`config.mk`:
```
export PLATFORM = sky130hd
export DESIGN_NAME = sacd_lookup
export DESIGN_NICKNAME = d
export VERILOG_FILES = /design/src/rtl/core/sacd_pkg.sv /design/src/rtl/core/sacd_lookup.sv
export SDC_FILE = /design/constraint.sdc
export NUM_CORES = 1
export LEC_CHECK = 0
export ABC_CLOCK_PERIOD_IN_PS = 11060
export BUFFER_PORTS_ARGS = -buffer_cell sky130_fd_sc_hd__buf_2
export CORE_AREA = 4 4 208 210
export DETAILED_ROUTE_END_ITERATION = 7
export DIE_AREA = 0 0 212 214
export PLACE_DENSITY_LB_ADDON = 0.12
export SYNTH_ARGS = -nofsm -noshare
export SYNTH_HDL_FRONTEND = slang
export SYNTH_SLANG_ARGS = --single-unit
```
`constraint.sdc`:
```
create_clock -name vclk -period 11.06
set_input_delay 1.659 -clock vclk [all_inputs]
set_output_delay 1.659 -clock vclk [all_outputs]
set_load 0.05 [all_outputs]
```
`src/rtl/core/sacd_pkg.sv`:
```
// Shared types and constants of the set-associative LRU cache directory.
// Holds the request and response payloads and the default geometry.
// No dependencies.
package sacd_pkg;

  // Default geometry of the directory.
  localparam int unsigned NUM_SETS_DEF    = 64;
  localparam int unsigned WAYS_DEF        = 4;
  localparam int unsigned BLOCK_BYTES_DEF = 64;
  localparam int unsigned ADDR_BITS_DEF   = 32;

  // Fixed widths of the channel fields and of the per-set stamps.
  localparam int unsigned ADDR_FIELD_W = 32;
  localparam int unsigned WAY_FIELD_W  = 2;
  localparam int unsigned TAG_FIELD_W  = 20;
  localparam int unsigned STAMP_W      = 32;

  typedef enum logic {
    CMD_READ  = 1'b0,
    CMD_WRITE = 1'b1
  } cmd_e;

  typedef struct packed {
    cmd_e                    cmd;
    logic [ADDR_FIELD_W-1:0] address;
  } req_t;

  typedef struct packed {
    logic                   hit;
    logic [WAY_FIELD_W-1:0] way_used;
    logic                   evicted;
    logic                   needs_writeback;
    logic [TAG_FIELD_W-1:0] victim_tag;
  } rsp_t;

endpackage

```
`src/rtl/core/sacd_lookup.sv`:
```
// Tag compare, victim choice and row update for one set of the directory.
// Purely combinational; depends on sacd_pkg.
module sacd_lookup #(
  parameter int unsigned WAYS  = sacd_pkg::WAYS_DEF,
  parameter int unsigned TAG_W = 20,
  parameter int unsigned ROW_W = WAYS * (2 + TAG_W + sacd_pkg::STAMP_W) + sacd_pkg::STAMP_W
) (
  input  sacd_pkg::cmd_e   cmd_i,
  input  logic [TAG_W-1:0] tag_i,
  input  logic [ROW_W-1:0] row_i,
  output logic [ROW_W-1:0] row_o,
  output sacd_pkg::rsp_t   rsp_o
);
  import sacd_pkg::*;

  localparam int unsigned WAY_W = (WAYS > 1) ? $clog2(WAYS) : 1;

  typedef struct packed {
    logic               valid;
    logic               dirty;
    logic [TAG_W-1:0]   tag;
    logic [STAMP_W-1:0] stamp;
  } line_t;

  typedef struct packed {
    logic [STAMP_W-1:0]    clock;
    line_t [WAYS-1:0]      lines;
  } row_t;

  row_t               cur_row;
  row_t               new_row;
  logic               hit;
  logic [WAY_W-1:0]   hit_way;
  logic               have_inv;
  logic [WAY_W-1:0]   inv_way;
  logic [WAY_W-1:0]   lru_way;
  logic [STAMP_W-1:0] lru_stamp;
  logic [WAY_W-1:0]   victim_way;
  logic [WAY_W-1:0]   way;
  logic [STAMP_W-1:0] next_clock;
  line_t              victim_line;
  logic               is_write;

  assign cur_row  = row_t'(row_i);
  assign is_write = (cmd_i == CMD_WRITE);

  always_comb begin
    hit       = 1'b0;
    hit_way   = '0;
    have_inv  = 1'b0;
    inv_way   = '0;
    lru_way   = '0;
    lru_stamp = cur_row.lines[0].stamp;
    for (int w = 0; w < WAYS; w++) begin
      if (!hit && cur_row.lines[w].valid && cur_row.lines[w].tag == tag_i) begin
        hit     = 1'b1;
        hit_way = WAY_W'(w);
      end
      // The last invalid way seen is the highest-numbered one.
      if (!cur_row.lines[w].valid) begin
        have_inv = 1'b1;
        inv_way  = WAY_W'(w);
      end
      // Strict compare keeps the lowest-numbered way on a tie.
      if (cur_row.lines[w].stamp < lru_stamp) begin
        lru_stamp = cur_row.lines[w].stamp;
        lru_way   = WAY_W'(w);
      end
    end
  end

  assign victim_way  = have_inv ? inv_way : lru_way;
  assign way         = hit ? hit_way : victim_way;
  assign next_clock  = cur_row.clock + STAMP_W'(1);
  assign victim_line = cur_row.lines[victim_way];

  always_comb begin
    new_row                  = cur_row;
    new_row.clock            = next_clock;
    new_row.lines[way].stamp = next_clock;
    if (hit) begin
      new_row.lines[way].dirty = cur_row.lines[way].dirty | is_write;
    end else begin
      new_row.lines[way].valid = 1'b1;
      new_row.lines[way].dirty = is_write;
      new_row.lines[way].tag   = tag_i;
    end
  end

  assign row_o = ROW_W'(new_row);

  always_comb begin
    rsp_o                 = '0;
    rsp_o.hit             = hit;
    rsp_o.way_used        = WAY_FIELD_W'(way);
    rsp_o.evicted         = !hit && victim_line.valid;
    rsp_o.needs_writeback = !hit && victim_line.valid && victim_line.dirty;
    rsp_o.victim_tag      = (!hit && victim_line.valid) ? TAG_FIELD_W'(victim_line.tag) : '0;
  end

endmodule

```
# After elaboration in Yosys (flattened, before gate mapping)
# Cells that the tools add are included.
[op_classes]
bitwise_logic = 1
order_cmp = 6
n_mux = 40
n_eq_ne = 4
add_sub_neg = 1
reduce_logical = 14
[ops]
columns = ["op", "count"]
rows = [
  ["bitwise mux 216 bit", 5],
  ["demux 54 bit (select 2 bit)", 4],
  ["binary-select mux 54 bit (select 2 bit)", 2],
  ["two-way mux 216 bit", 1],
  ["two-way mux 54 bit", 2],
  ["two-way mux 53 bit", 2],
  ["less-than comparator 32 bit", 3],
  ["two-way mux 32 bit", 3],
  ["== test 20 bit", 4],
  ["two-way mux 52 bit", 1],
  ["adder 32 x 1 -> 32 bit (second input constant)", 1],
  ["two-way mux 20 bit", 1],
  ["two-way mux 2 bit", 8],
  ["two-way mux 1 bit", 11],
  ["logical AND 1 bit", 10],
  ["less-than comparator 2 x 3 -> 1 bit (second input constant)", 2],
  ["zero test 1 bit", 4],
  [">= comparator 2 x 1 -> 1 bit (second input constant)", 1],
  ["bitwise OR 1 bit", 1],
]
[word_totals]
wordCells = 66
regBits = 0
output_inout_bits = 273

# Longest topological paths before layout
# Gate-level depths: netlist (run 1).
[depth]
word_depth = 25
ltp_mapped = 33

# Least setup slack after synthesis (run 1)
# Ideal clock, no wire load.
[synth_path]
path_kind = "input-to-output"
from = "in row_i[25]"
to = "out row_o[214]"
path_stages = 28
required_time_ps = 9401
setup_slack_ps = -127
arrival_ps = 9528
cell_sequence = "inv_1 ha_1 a21o_1 a221o_1 a221oi_1 o21ai_1 nor2_1 clkbuf_1 mux2i_1 ha_1 a21oi_1 a2111oi_0 nand3_1 o21ai_1 clkbuf_1 nand2_1 o21ai_0 ha_1 a211oi_1 o21ai_0 a221oi_1 o21bai_1 a2111o_1 a311o_1 a2111oi_4 buf_2 nor2_1 a211oi_1"
[synth_between]
elab_chain_cells = 15
[synth_lines]
columns = ["element", "line_no", "text"]
rows = [
  ["from (decl)", "sacd_lookup.sv:10", "input logic [ROW_W-1:0] row_i,"],
  ["less-than comparator 32 bit", "sacd_lookup.sv:65", "if (cur_row.lines[w].stamp < lru_stamp) begin"],
  ["two-way mux 32 bit", "sacd_lookup.sv:65", ""],
  ["less-than comparator 32 bit", "sacd_lookup.sv:65", ""],
  ["two-way mux 32 bit", "sacd_lookup.sv:65", ""],
  ["less-than comparator 32 bit", "sacd_lookup.sv:65", ""],
  ["two-way mux 2 bit (*)", "sacd_lookup.sv:65", ""],
  ["two-way mux 2 bit (*)", "sacd_lookup.sv:72", "assign victim_way = have_inv ? inv_way : lru_way;"],
  ["two-way mux 2 bit (*)", "sacd_lookup.sv:73", "assign way = hit ? hit_way : victim_way;"],
  ["less-than comparator 2 x 3 -> 1 bit (implied by the code) or >= comparator 2 x 1 -> 1 bit (tied branches)", "sacd_lookup.sv:82, sacd_lookup.sv:85", ""],
  ["logical AND 1 bit (implied by the code)", "sacd_lookup.sv:82, sacd_lookup.sv:85", ""],
  ["two-way mux 53 bit (implied by the code)", "sacd_lookup.sv:82, sacd_lookup.sv:85", ""],
  ["demux 54 bit (select 2 bit)", "sacd_lookup.sv:82, sacd_lookup.sv:85", ""],
  ["bitwise mux 216 bit", "sacd_lookup.sv:85", "new_row.lines[way].dirty = is_write;"],
  ["bitwise mux 216 bit", "sacd_lookup.sv:86", "new_row.lines[way].tag = tag_i;"],
  ["two-way mux 216 bit (*)", "sacd_lookup.sv:81", "if (hit) begin"],
  ["to (decl)", "sacd_lookup.sv:11", "output logic [ROW_W-1:0] row_o,"],
]
# Mark *: on every way between the ends. The rest lies on a longest branch, timed or not. The select of a mux whose other input is x is not followed.

# Final worst setup path (run 1)
[layout_path]
from = "in row_i[27]"
to = "out row_o[74]"
[layout_between]
elab_chain_cells = 17
[layout_lines]
columns = ["element", "line_no", "text"]
rows = [
  ["less-than comparator 32 bit", "sacd_lookup.sv:65", ""],
  ["two-way mux 32 bit", "sacd_lookup.sv:65", ""],
  ["less-than comparator 32 bit", "sacd_lookup.sv:65", ""],
  ["two-way mux 32 bit", "sacd_lookup.sv:65", ""],
  ["less-than comparator 32 bit", "sacd_lookup.sv:65", ""],
  ["two-way mux 2 bit (*)", "sacd_lookup.sv:65", ""],
  ["two-way mux 2 bit (*)", "sacd_lookup.sv:72", ""],
  ["two-way mux 2 bit (*)", "sacd_lookup.sv:73", ""],
  ["less-than comparator 2 x 3 -> 1 bit (implied by the code) or >= comparator 2 x 1 -> 1 bit (tied branches)", "sacd_lookup.sv:80", "new_row.lines[way].stamp = next_clock;"],
  ["logical AND 1 bit (implied by the code)", "sacd_lookup.sv:80", ""],
  ["two-way mux 32 bit (implied by the code)", "sacd_lookup.sv:80", ""],
  ["demux 54 bit (select 2 bit)", "sacd_lookup.sv:80", ""],
  ["bitwise mux 216 bit", "sacd_lookup.sv:80", ""],
  ["bitwise mux 216 bit", "sacd_lookup.sv:84", "new_row.lines[way].valid = 1'b1;"],
  ["bitwise mux 216 bit", "sacd_lookup.sv:85", ""],
  ["bitwise mux 216 bit", "sacd_lookup.sv:86", ""],
  ["two-way mux 216 bit (*)", "sacd_lookup.sv:81", ""],
]
# Mark *: on every way between the ends. The rest lies on a longest branch, timed or not.

==> results.yml, run 1 <==
layout:
  nNetsFinal: 1938
  most-common-layout-cells: "530 x buf_2, 185 x mux2_2, 94 x ha_1"
  fill_cells: 4606
  multi_input_area_um2: 7950
  drive_above_1_share: 0.537
  area.growth.synth_to_final_pct: 54.2
  final_area_um2: 12500
  final_core_util: 0.300
  seq_cell_count: 0
  instances_no_fill: 2114
  regArea_um2: 0
  clockBufferCount: 0
  final_common_cell: "buf_2"
logic_synthesis:
  synth_top_family_by_area: "multiplexers"
  syn_nets: 1396
  syn_area_per_cell_um2: 7.82
  synth_cell_types: 60
  synth_xor_area_frac: 0.119
  synth-simple-area-share: 0.169
  ys_seq_area_frac: 0
  syn_area_um2: 8080
  yosys_warnings: 0
  muxShareOfSynthArea: 0.374
  synth_compound_area_frac: 0.136
  synthAdderAreaFrac: 0.146
  syn_inst: 1033
floorplanning:
  start_util: 0.194
  die_w_um: 212
  dieHeight_um: 214
  num_rows: 75
  io_pins: 542
  core_area_um2: 41600
  dieArea_um2: 45400
power_and_ir_drop:
  ir_drop_v: 0.0000328
  power_density_nw_per_um2: 87.2
  power_uw: 1090
  leakage_uw: 0.00604
timing:
  fin_crit_ns: 10.78
  slew_viol_final: 0
  setup_violations: 0
  fin_ws_ns: 0.282
  worstMarginPinSlew_ns: 1.10
  hold_viol: 0
  fmax_mhz: 92.8
  post-route-period-util: 0.974
  max_slew_margin: 0.267
worst_setup_path:
  critPathSlowestCell: "or4_4"
  crit_arrival_ns: 9.12
  crit_family: "compound AO/OA/AOI/OAI gates"
  critical_path.max_stage_delay_ns: 0.57
  crit_path_end_kind: "primary output"
  cp_num_buf_inv: 11
  cp.depth: 38
  criticalPathCategory: "in -> out"
  crit_required_ns: 9.40
  startpoint_type: "primary input"
  path_max_fanout: 12
grt:
  grt_pass1_wl_um: 68000
  track_usage: 0.194
  overflow: 0
  grt_pass1_vias: 10471
  grt_max_degree: 49
  antenna_found_initial: 3
flow_run:
  max_cap_viol_count: 0
drt:
  drtAntennaViolNets: 0
  drtPass1Iterations: 4
  drt-initial-drc-count: 326
  drt-total-wl_um: 49500
  vias: 10168
  drc: 0
  viasPerCell: 4.81
  wl_per_cell_um: 23.4
place:
  gp_congestion: 0.822
  portBuffers: 542
  place_inst: 2087
  dpl_cell_area_um2: 11800
  hpwl_um: 41400
  place_ws_ns: 0.0801
clock_tree:
  postCtsHoldBufs: 0
worst_hold_path:
  hold_path_class: "in -> out"
  min_path_cells: 3
status:
  outcome: "complete, no violations"
[where the power goes]
part           internal, µW  total (µW)  switching, µW
sequential                0           0              0
combinational           377        1090            709
clock             0.0000242   0.0000242              0
[metal layers]
| metal | wire (µm) | GRT usage |
|---|---|---|
| met1 | 20200 | 0.232 |
| met2 | 25700 | 0.372 |
| met3 | 2260 | 0.0190 |
| met4 | 1320 | 0.0359 |
| met5 | 14 | 0 |
[synth_stat cells (all sizes together) (9+ instances only)]
cell / count / area [µm²]
xor2: 24 / 210
nand4: 40 / 250
xnor2: 86 / 753
inv: 46 / 173
nand2: 74 / 278
buf: 28 / 140
ha: 94 / 1180
mux2: 204 / 2300
nor3: 9 / 45.0
and3: 26 / 163
clkbuf: 39 / 146
nor4: 12 / 75.1
nand3: 50 / 250
nor2: 24 / 90.1
mux2i: 72 / 721
a21oi: 35 / 175
o21ai: 79 / 395
[final timing paths]
kind / to / slack [ns] / startpoint
max: row_o[74] / 0.28 / row_i[27]
min: row_o[165] / 3.74 / row_i[165]
[cell families (layout without fill, tap and decap cells)]
group,Yosys count,in the layout
mux,276,276
simple gates,265,265
compound gates,175,175
buf+inv,113,653
xor+xnor,110,110
fa+ha+maj,94,94
other cells,0,2
[timing repair]
action | in CTS | in global routing
resized for setup | 0 | 81
endpoints found under the setup margin | 0 | 236
buffers inserted | 0 | 15
[cell type report]
cell class / count / share of cell area
Timing Repair Buffer: 607 / 0.293
Antenna cell: 2 / 0.000402
Multi-Input combinational cell: 920 / 0.638
Inverter: 46 / 0.0139
Tap cell: 539 / 0.0541
[stage by stage]
step	hold WS, ns	setup TNS (ns)
floorplan	3.56	0
global placement	3.74	0
detailed placement	3.74	0
CTS	3.75	0
global route	3.77	-0.810
finish	3.74	0
(Power assumes the default switching activity.)
==> run 2: changes to the inputs <==
Settings changed: ABC_CLOCK_PERIOD_IN_PS 11060 to 9600, CAP_MARGIN from default to 20.
Clock period 11.06 ns to 9.6 ns, I/O delays scaled along.
==> run 2 against run 1 <==
The flow now finishes with violations (negative setup slack). Global-route usage is 3.3 points higher. Final cell count is 11% higher. Critical path type unchanged. Count of clock-buffer cells in the layout stayed put. Hold slack worse by 0.47 ns. Setup slack worse by 0.71 ns. Sequential share of layout area stayed put. Critical path depth is 2 higher. Die area stayed put. Combinational power is 65% higher. Via count is 13% higher. Power is 66% higher. Flip-flop and latch count stayed put.
==> results.yml, run 2 (same netlist as run 1, synthesis figures left out) <==
grt:
  overflow: 0
  top_usage_layer: "met2"
  met1_usage: 0.257
  grt_max_degree: 28
  grt_pass1_vias: 12129
  grt_pass1_wl_um: 78500
  use_met2: 0.430
  met3_usage: 0.0332
  track_usage: 0.227
  antenna_found_initial: 7
place:
  place_ws_ns: -1.10
  dpl_cell_area_um2: 13300
  place_inst: 2245
  hpwl_um: 44800
  gp_congestion: 0.866
  portBuffers: 542
status:
  outcome: "finished with violations"
  violations: "negative setup slack"
drt:
  vias: 11514
  drtAntennaViolNets: 0
  drtPass1Iterations: 5
  viasPerCell: 4.90
  drt-initial-drc-count: 486
  wl_per_cell_um: 25.1
  drt-total-wl_um: 59000
  drc: 0
worst_setup_path:
  path_max_fanout: 8
  startpoint_type: "primary input"
  crit_required_ns: 8.16
  crit_path_end_kind: "primary output"
  crit_arrival_ns: 8.59
  criticalPathCategory: "in -> out"
  path_common_cell: "buf_12"
  critical_path.max_stage_delay_ns: 0.48
  crit_family: "compound AO/OA/AOI/OAI gates"
  critPathSlowestCell: "or4_4"
  cp_num_buf_inv: 13
floorplanning:
  num_rows: 75
  core_area_um2: 41600
  start_util: 0.194
  die_w_um: 212
  dieArea_um2: 45400
  dieHeight_um: 214
  io_pins: 542
layout:
  area.growth.synth_to_final_pct: 123
  most-common-layout-cells: "301 x buf_2, 197 x buf_4, 186 x buf_6"
  final_core_util: 0.433
  regArea_um2: 0
  clockBufferCount: 0
  nNetsFinal: 2170
  drive_above_1_share: 0.663
  final_common_cell: "buf_2"
  instances_no_fill: 2350
  final_area_um2: 18000
  seq_cell_count: 0
timing:
  fmax_mhz: 99.7
  setup_violations: 236
  fin_ws_ns: -0.429
  fin_crit_ns: 10.03
  slew_viol_final: 0
  rsz0062_at_grt: "true"
  hold_viol: 0
  max_slew_margin: 0.384
  setup_tns_ns: -69.84
  worstMarginPinSlew_ns: 0.917
  post-route-period-util: 1.04
worst_hold_path:
  hold_path_class: "in -> out"
flow_run:
  max_cap_viol_count: 0
power_and_ir_drop:
  power_density_nw_per_um2: 100
  leakage_uw: 0.00878
  ir_drop_v: 0.0000506
clock_tree:
  postCtsHoldBufs: 0
[run 2: cell count changes in the layout (fill, tap and decap cells not counted), sizes merged]
cell      before  now
clkbuf         9   10
inv           46   44
buf          598  828
diode          2    6
o21ai         79   80
clkinvlp       0    2
[run 2: repair_timing]
action                                  in CTS  in global routing
resized for setup                          648                392
buffers inserted                            64                 26
pin swaps                                   40                 30
endpoints found under the setup margin     239                239
gates cloned                                16                 12
[run 2: layer usage]
metal | routed length (µm) | vias to the layer above
met3 | 3330 | 99
met2 | 30800 | 481
met5 | 0 | -
met1 | 22500 | 5519
met4 | 2350 | 0
li1 | - | 5415
[run 2: through the flow]
step	hold slack (ns)	power [µW]
after floorplan	3.10	837
after global placement	3.32	1310
after detailed placement	3.31	1310
after CTS	3.27	1650
after global routing	3.28	1890
final	3.27	1800
[run 2: final timing paths]
path,from,endpoint,slack (ns),cells after the start
worst max-delay path,row_i[25],row_o[75],-0.43,40
worst min-delay path,row_i[169],row_o[169],3.27,3
[run 2: where the power goes]
part           total [µW]  leakage [µW]  internal, µW  switching, µW
logic                1800       0.00878           829            975
clock network   0.0000841  0.0000000380     0.0000841              0
registers               0             0             0              0
total                1800       0.00878           829            975
[run 2: area by class of cell]
cell class                 instances  area, µm²
fill                            4075      23600
multi-input combinational        921       9270
timing repair buffer             838       7840
tap                              539        674
inverter                          46        183
antenna                            6       15.0
[run 2: worst min-delay path: stages]
cell and delay (ns):
buf_2 0.10, mux2_4 0.15, buf_8 0.14
==> run 3: changes to the inputs <==
Settings changed: ABC_CLOCK_PERIOD_IN_PS 9600 to 9690, CORE_AREA 4 4 208 210 to 2 2 212 214, DIE_AREA 0 0 212 214 to 0 0 214 216.
Clock period 9.6 ns to 9.69 ns, I/O delays scaled along.
==> run 3 against run 2 <==
The run still ends with negative setup slack left. Sequential share of layout area is the same. First-iteration DRC count increased by 4.5%. Power down 8.3%. Via count decreased by 1.8%. Critical path depth shrank 3. Setup slack improved by 0.041 ns. Die area is 1.9% higher. Count of clock-buffer cells in the layout is the same. Wire length fell by 5.9%. Cell area shrank 8.1%. Non-clock buffer count shrank 39. Final cell count rose by 0.47%.
==> results.yml, run 3 (same netlist as run 1, synthesis figures left out) <==
status:
  outcome: "finished with violations"
  violations: "negative setup slack"
timing:
  rsz0062_at_grt: "true"
  fmax_mhz: 99.2
  fin_crit_ns: 10.08
  slew_viol_final: 0
  hold_viol: 0
  post-route-period-util: 1.04
  worstMarginPinSlew_ns: 1.05
  max_slew_margin: 0.296
  fin_ws_ns: -0.389
  setup_violations: 237
  whs_ns: 3.31
layout:
  nNetsFinal: 2131
  clockBufferCount: 0
  final_area_um2: 16500
  regArea_um2: 0
  final_core_util: 0.377
  most-common-layout-cells: "359 x buf_2, 220 x buf_4, 123 x buf_6"
  area.growth.synth_to_final_pct: 104
  final_common_cell: "buf_2"
  drive_above_1_share: 0.633
  seq_cell_count: 0
  instances_no_fill: 2361
grt:
  grt_pass1_wl_um: 77000
  overflow: 0
  grt_pass1_vias: 11498
  antenna_found_initial: 7
  grt_max_degree: 27
  track_usage: 0.219
drt:
  vias: 11307
  drtAntennaViolNets: 0
  wl_per_cell_um: 23.5
  drc: 0
  drt-total-wl_um: 55500
  viasPerCell: 4.79
  drt-initial-drc-count: 508
  drtPass1Iterations: 5
place:
  place_ws_ns: -1.28
  gp_congestion: 0.906
  hpwl_um: 44400
  dpl_cell_area_um2: 13300
  portBuffers: 542
  place_inst: 2291
flow_run:
  max_cap_viol_count: 0
floorplanning:
  dieHeight_um: 216
  core_area_um2: 43800
  num_rows: 77
  start_util: 0.184
  die_w_um: 214
  dieArea_um2: 46200
  io_pins: 542
worst_hold_path:
  worstHoldEndpoint: "row_o[166]"
  min_from: "row_i[166]"
  hold_path_class: "in -> out"
  min_path_cells: 3
power_and_ir_drop:
  leakage_uw: 0.00810
  power_density_nw_per_um2: 100
  ir_drop_v: 0.0000425
worst_setup_path:
  crit_arrival_ns: 8.63
  critPathSlowestCell: "or4_4"
  crit_path_end_kind: "primary output"
  criticalPathCategory: "in -> out"
  path_max_fanout: 8
  startpoint_type: "primary input"
  crit_required_ns: 8.24
  path_common_cell: "buf_12"
  critical_path.max_stage_delay_ns: 0.59
clock_tree:
  postCtsHoldBufs: 0
-- run 3: through the flow --
stage          power [µW]  TNS (ns)
6_report             1660    -64.14
5_1_grt              1740   -130.27
4_1_cts              1520    -67.87
3_5_place_dp         1300   -211.37
3_3_place_gp         1300   -182.14
2_1_floorplan         827         0
-- run 3: critical path, delay by kind of cell --
kind	cells	cell delay (ns)
buffers and inverters	11	1.49
AO/OA/AOI/OAI	10	1.74
adder cells (fa/ha/maj)	3	0.88
AND/OR/NAND/NOR	11	2.54
multiplexers	2	0.50
-- run 3: final cells by class --
type	instances	area, µm²
Fill cell	4517	27300
Multi-Input combinational cell	921	8930
Timing Repair Buffer	799	6660
Tap cell	592	741
Inverter	46	183
Antenna cell	3	7.51
-- run 3: how the worst max path moves through the flow --
| stage | startpoint | cells after the start | slack, ns | to |
|---|---|---|---|---|
| 2_1_floorplan | row_i[25] | 31 | 0.009 | row_o[58] |
| 3_3_place_gp | row_i[25] | 38 | -1.14 | row_o[214] |
| 3_5_place_dp | row_i[31] | 37 | -1.28 | row_o[214] |
| 4_1_cts | row_i[26] | 39 | -0.46 | row_o[58] |
| 5_1_grt | row_i[82] | 36 | -0.66 | row_o[64] |
| 6_report | row_i[82] | 37 | -0.39 | row_o[58] |
-- run 3: layer usage --
| layer | track usage | share of wire | up-vias |
|---|---|---|---|
| met1 | 0.253 | 0.40 | 5394 |
| met4 | 0.0538 | 0.033 | 4 |
| met3 | 0.0216 | 0.048 | 83 |
| met2 | 0.426 | 0.52 | 501 |
| met5 | 0 | 0.00047 | - |
| li1 | - | - | 5325 |
-- run 3: power breakdown --
| group | total (µW) | switching [µW] | leakage, µW | internal (µW) |
|---|---|---|---|---|
| combinational | 1660 | 926 | 0.00810 | 729 |
| clock | 0.0000418 | 0 | 0.0000000190 | 0.0000418 |
| sequential | 0 | 0 | 0 | 0 |
| total | 1660 | 926 | 0.00810 | 729 |
-- run 3: timing repair --
item                                    CTS  global route
gates resized for setup                 378           287
pin swaps                                47            41
endpoints found under the setup margin  239           239
buffers inserted                         31            24
cloned                                    9             8
